==> src/aesd_pkg.sv <==
// Shared types, constants and byte tables for the AES-256 decryption unit.
`default_nettype none

package aesd_pkg;

  // Register indexes on the configuration port.
  localparam logic [2:0] CFG_KEY0 = 3'd0;
  localparam logic [2:0] CFG_KEY1 = 3'd1;
  localparam logic [2:0] CFG_KEY2 = 3'd2;
  localparam logic [2:0] CFG_KEY3 = 3'd3;
  localparam logic [2:0] CFG_IV_HIGH = 3'd4;
  localparam logic [2:0] CFG_IV_LOW = 3'd5;
  localparam logic [2:0] CFG_MODE = 3'd6;

  // Fifteen round keys, numbered 0 to 14.
  localparam logic [3:0] ROUND_LAST = 4'd14;
  localparam logic [3:0] ROUND_FIRST_INV = 4'd13;

  typedef struct packed {
    logic [63:0] cipher_high;
    logic [63:0] cipher_low;
    logic        first_block;
    logic        last_block;
  } aesd_in_t;

  typedef struct packed {
    logic [63:0] plain_high;
    logic [63:0] plain_low;
    logic        end_of_buffer;
  } aesd_out_t;

  // One round key write from the key schedule into the key store.
  typedef struct packed {
    logic         en;
    logic [3:0]   addr;
    logic [127:0] data;
  } aesd_kwr_t;

  typedef enum logic [2:0] {
    ST_IDLE,
    ST_EXPAND,
    ST_FETCH,
    ST_INIT,
    ST_ROUND,
    ST_WRITE
  } aesd_state_t;

  localparam logic [0:255][7:0] SBOX = {
    128'h637c777bf26b6fc53001672bfed7ab76, 128'hca82c97dfa5947f0add4a2af9ca472c0,
    128'hb7fd9326363ff7cc34a5e5f171d83115, 128'h04c723c31896059a071280e2eb27b275,
    128'h09832c1a1b6e5aa0523bd6b329e32f84, 128'h53d100ed20fcb15b6acbbe394a4c58cf,
    128'hd0efaafb434d338545f9027f503c9fa8, 128'h51a3408f929d38f5bcb6da2110fff3d2,
    128'hcd0c13ec5f974417c4a77e3d645d1973, 128'h60814fdc222a908846eeb814de5e0bdb,
    128'he0323a0a4906245cc2d3ac629195e479, 128'he7c8376d8dd54ea96c56f4ea657aae08,
    128'hba78252e1ca6b4c6e8dd741f4bbd8b8a, 128'h703eb5664803f60e613557b986c11d9e,
    128'he1f8981169d98e949b1e87e9ce5528df, 128'h8ca1890dbfe6426841992d0fb054bb16
  };

  localparam logic [0:255][7:0] SBOX_REV = {
    128'h52096ad53036a538bf40a39e81f3d7fb, 128'h7ce339829b2fff87348e4344c4dee9cb,
    128'h547b9432a6c2233dee4c950b42fac34e, 128'h082ea16628d924b2765ba2496d8bd125,
    128'h72f8f66486689816d4a45ccc5d65b692, 128'h6c704850fdedb9da5e154657a78d9d84,
    128'h90d8ab008cbcd30af7e45805b8b34506, 128'hd02c1e8fca3f0f02c1afbd0301138a6b,
    128'h3a9111414f67dcea97f2cfcef0b4e673, 128'h96ac7422e7ad3585e2f937e81c75df6e,
    128'h47f11a711d29c5896fb7620eaa18be1b, 128'hfc563e4bc6d279209adbc0fe78cd5af4,
    128'h1fdda8338807c731b11210592780ec5f, 128'h60517fa919b54a0d2de57a9f93c99cef,
    128'ha0e03b4dae2af5b0c8ebbb3c83539961, 128'h172b047eba77d626e169146355210c7d
  };

  // Multiply by x in GF(2^8) with the AES reduction polynomial.
  function automatic logic [7:0] xtime(input logic [7:0] x);
    xtime = {x[6:0], 1'b0} ^ (x[7] ? 8'h1B : 8'h00);
  endfunction

endpackage

`default_nettype wire

==> src/aesd_key_sched.sv <==
// AES-256 key schedule that produces one 128-bit round key per cycle.
`default_nettype none

module aesd_key_sched
  import aesd_pkg::*;
(
  input  wire logic         clk,
  input  wire logic         rst,
  input  wire logic         start,
  input  wire logic [255:0] key,
  output aesd_kwr_t         kwr
);

  logic         busy;
  logic [3:0]   cnt;
  logic [7:0]   rcon;
  logic [127:0] prev2;
  logic [127:0] prev1;

  logic [31:0]  last_word;
  logic [31:0]  rot_word;
  logic [31:0]  sub_word;
  logic [31:0]  temp;
  logic [31:0]  w0, w1, w2, w3;
  logic [127:0] gen;

  always_comb begin
    last_word = prev1[31:0];
    rot_word  = cnt[0] ? last_word : {last_word[23:0], last_word[31:24]};
    for (int i = 0; i < 4; i++) begin
      sub_word[8*i +: 8] = SBOX[rot_word[8*i +: 8]];
    end
    // Even-numbered keys from key 2 on take the rotated word and the round constant.
    temp = cnt[0] ? sub_word : (sub_word ^ {rcon, 24'h000000});
    w0   = prev2[127:96] ^ temp;
    w1   = prev2[95:64] ^ w0;
    w2   = prev2[63:32] ^ w1;
    w3   = prev2[31:0] ^ w2;
    case (cnt)
      4'd0:    gen = key[255:128];
      4'd1:    gen = key[127:0];
      default: gen = {w0, w1, w2, w3};
    endcase
  end

  always_ff @(posedge clk) begin
    if (rst) begin
      busy <= 1'b0;
      cnt  <= 4'd0;
      rcon <= 8'h01;
    end else if (start) begin
      busy <= 1'b1;
      cnt  <= 4'd0;
      rcon <= 8'h01;
    end else if (busy) begin
      cnt <= cnt + 4'd1;
      if (cnt == ROUND_LAST) begin
        busy <= 1'b0;
      end
      if (!cnt[0] && cnt != 4'd0) begin
        rcon <= xtime(rcon);
      end
    end
  end

  always_ff @(posedge clk) begin
    if (busy) begin
      prev2 <= prev1;
      prev1 <= gen;
    end
  end

  assign kwr.en   = busy;
  assign kwr.addr = cnt;
  assign kwr.data = gen;

endmodule

`default_nettype wire

==> config.mk <==
export PLATFORM = sky130hd
export DESIGN_NAME = aesd_key_sched
export DESIGN_NICKNAME = d
export VERILOG_FILES = /design/src/aesd_pkg.sv /design/src/aesd_key_sched.sv
export SDC_FILE = /design/constraint.sdc
export NUM_CORES = 1
export LEC_CHECK = 0
export BUFFER_PORTS_ARGS = -buffer_cell sky130_fd_sc_hd__clkbuf_2
export CELL_PAD_IN_SITES_DETAIL_PLACEMENT = 1
export CELL_PAD_IN_SITES_GLOBAL_PLACEMENT = 2
export CORE_ASPECT_RATIO = 1.1
export CORE_MARGIN = 2
export CORE_UTILIZATION = 33
export CTS_BUF_LIST = sky130_fd_sc_hd__clkbuf_4 sky130_fd_sc_hd__clkbuf_8
export DETAILED_ROUTE_END_ITERATION = 10
export PLACE_DENSITY_LB_ADDON = 0.1
export RECOVER_POWER = 50
export SYNTH_ARGS = -nofsm -noshare
export SYNTH_HDL_FRONTEND = slang
export SYNTH_SLANG_ARGS = --single-unit
==> constraint.sdc <==
create_clock -name clk -period 7.1 [get_ports clk]
set_input_delay 0.71 -clock clk [delete_from_list [all_inputs] [get_ports clk]]
set_output_delay 0.71 -clock clk [all_outputs]
set_load 0.1 [all_outputs]
==> run_results.csv <==
group,metric,value,unit
outcome,status,"finished with violations",
outcome,violations,"capacitance limit, slew limit",
routing,firstDrtPassIters,6,
run,maxCapViolCount,3,
yosys,yosysWarnings,0,
power_and_ir_drop,pwr-share-seq,25.7,%
yosys,ys_seq_area_share,26.90,%
clocking,cts_sinks,269,
floorplanning,row_count,115,
timing,fmax,142.1,MHz
timing,slew_headroom,-191.5,%
clocking,clk_path_buf_depth,3,
yosys,synthDominantCellAreaShare,26.02,%
routing,via_per_inst,6.813,
power_and_ir_drop,p_leak,0.01267,µW
floorplanning,dieArea,0.09193,mm²
power_and_ir_drop,cellPowerDensity,232.1,mW/mm²
timing,worstMarginPinSlew,4.373,ns
power_and_ir_drop,switchingPower,4003,µW
clocking,cts_buffers,43,
clocking,htree_levels,2,
worst_setup_path,crit_start,"prev1[8]$_DFFE_PP_",
placed_design,hpwl,132600,µm
floorplanning,initial_utilization,33.17,%
floorplanning,die_h,317.8,µm
floorplanning,pin_count,392,
global_routing,grt.total_usage,37.20,%
yosys,synth_area,0.02954,mm²
timing,tns,0,ns
worst_setup_path,cp_max_fo,16,
power_and_ir_drop,p_int,3919,µW
timing,report.final.slew_viol_count,268,
hold_path,hold_class,"primary input to flip-flop",
routing,num_vias,34520,
yosys,synth_cell_types,119,
floorplanning,dieWidth,289.3,µm
yosys,synthCells,3571,
power_and_ir_drop,peakVddDrop,0.1523,mV
yosys,yosysMostFrequentCell,"nand2_1",
yosys,synthesis.nets,3886,
power_and_ir_drop,p_clk_share,17.8,%
floorplanning,core,0.08907,mm²
routing,wl_per_cell,34.82,µm
timing,fin_worst_skew,0.02194,ns
worst_setup_path,cp.required,6.39,ns
global_routing,grt_max_degree,170,
worst_setup_path,cp-end-kind,"output port",
clocking,postCtsSetupBuffers,0,
yosys,synth_common_cells,"nand2_1, edfxtp_1, nor2_1, a21oi_1, o21ai_0",
yosys,async_flop_share,0,%
timing,period_needed,7.036,ns
worst_setup_path,critPathKind,"flip-flop to output port",
routing,drtIter0Drc,4095,
timing,setup_viol,0,
placed_design,gp_congestion,1.069,
cells_and_area,instances_no_fill,5067,
yosys,synth_area_leaders,"edfxtp_1, a21oi_1, a22oi_1",
routing,drc,0,
worst_setup_path,critPathArrivalTime,6.33,ns
cells_and_area,final_nets,4181,
worst_setup_path,crit_path_start_kind,"flip-flop",
placed_design,placed_cell_area,0.03333,mm²
hold_path,min_from,"rst",
clocking,hold_buffers,0,
global_routing,grt_pass1_vias,34970,
clocking,cts_tree,"built",
yosys,yosys.area.top_type,"edfxtp_1",
global_routing,grt_overflow,0,
global_routing,antenna_found_initial,9,
yosys,ys_ff_latch,269,
cells_and_area,areaGrowthSynthToFinish,15.55,%
worst_setup_path,regToRegStartpoint,"busy$_SDFF_PP0_",
placed_design,io_buffers,391,
power_and_ir_drop,p_sw_share,50.53,%
cells_and_area,drive_above_1_share,20.46,%
clocking,clock_latency,0.60,ns
placed_design,dpl.cell_count,4991,
yosys,syn_area_per_cell,8.273,µm²
timing,hold_viol_final,0,
yosys,synth-edff-count,256,
clocking,cts-root-buf,"clkbuf_8",
cells_and_area,final_area,0.03414,mm²
routing,ant_nets,0,
timing,rsz0062_at_grt,"false",
yosys,synth_flop_cell,"edfxtp_1",
clocking,clk_pin_slew,0.07,ns
timing,period_share,99.10,%
power_and_ir_drop,pwr-share-comb,56.5,%
global_routing,grt_pass1_wl,254000,µm
routing,wl,176400,µm
-- worst paths after layout --
path                               end  slack (ns)  cells after the start
setup / recovery                kwr[8]        0.06                     14
hold / removal         busy$_SDFF_PP0_        0.28                      2
setup reg to reg   cnt[3]$_SDFFE_PP0P_        1.16                      4
hold reg to reg   prev2[122]$_DFFE_PP_        0.41                      0
-- cell families (layout without fill, tap and decap cells) --
group                    after synthesis  after routing  share of synthesized area, %
XOR/XNOR                             204            204                         6.908
multiplexers                         114            114                         4.553
buffers and inverters                423            748                         6.988
flip-flops                           269            269                         26.90
other                                  0              1                             0
AND/OR/NAND/NOR                     1005           1005                         16.55
AO/OA/AOI/OAI                       1500           1500                         35.72
adder cells (fa/ha/maj)               56             56                         2.372
-- per-stage QoR --
stage / hold slack [ns] / power [µW] / worst slack (ns) / utilization, %
after CTS: 0.2473 / 7830 / 0.2330 / 38.40
after floorplan: 0.4003 / 4798 / 0.0008287 / -
after global placement: 0.4006 / 6384 / 0.6334 / 37.42
after global routing: 0.2693 / 8184 / 0.004098 / 38.33
final: 0.2840 / 7922 / 0.06375 / 38.33
after detailed placement: 0.4052 / 6387 / 0.6467 / 37.42
-- final cells by class --
type,instances,area [µm²]
timing repair buffer,615,4004
antenna,1,2.502
tap,1170,1464
clock inverter,17,163.9
multi-input combinational,2879,19630
inverter,58,217.7
clock buffer,58,704.4
fill,10650,54930
sequential,269,7951
-- critical path, cell delays in order, from the launching register on --
cell      delay (ns)
edfxtp_1        0.46
clkbuf_1        0.55
mux2_2          0.48
inv_2           0.15
ha_1            0.56
nor3_1          0.88
a221oi_1        0.14
o2111a_1        0.31
a211oi_1        0.36
nand4_2         0.49
xnor2_1         0.34
mux2_2          0.20
a221oi_1        0.07
o21ai_1         0.44
buf_12          0.24
-- layout by cell type, fill, tap and decap left out, types with 92 or more instances in the layout --
| master | instances |
|---|---|
| a211oi_1 | 109 |
| nor2_1 | 244 |
| o21ai_0 | 208 |
| buf_4 | 215 |
| a21oi_1 | 236 |
| nand2_1 | 293 |
| o21ai_1 | 92 |
| edfxtp_1 | 256 |
| clkbuf_2 | 359 |
| a22oi_1 | 155 |
| xnor2_1 | 94 |
| nor3_1 | 98 |
-- repair_timing --
item                       in CTS  in global routing
setup endpoints to repair       1                  5
gates resized for setup         1                  2
pin swaps                       0                  1
-- sequential cells by signal (all words and copies together), names as in the netlist --
name   cells
busy       1
prev2    128
cnt        4
prev1    128
rcon       8
-- power by group through the flow --
| stage | registers, µW | clock network [µW] | logic, µW |
|---|---|---|---|
| after floorplan | 2010 | 0 | 2790 |
| after global placement | 2050 | 0 | 4340 |
| after detailed placement | 2060 | 0 | 4330 |
| after CTS | 2020 | 1450 | 4360 |
| after global routing | 2050 | 1500 | 4640 |
| final | 2040 | 1410 | 4480 |
-- per-layer routing --
layer	share of wire, %	track usage (%)
met4	6.4	19.37
met3	9.1	7.554
met5	0.028	0
met1	39	47.52
met2	45	58.84
(Power assumes the default switching activity.)
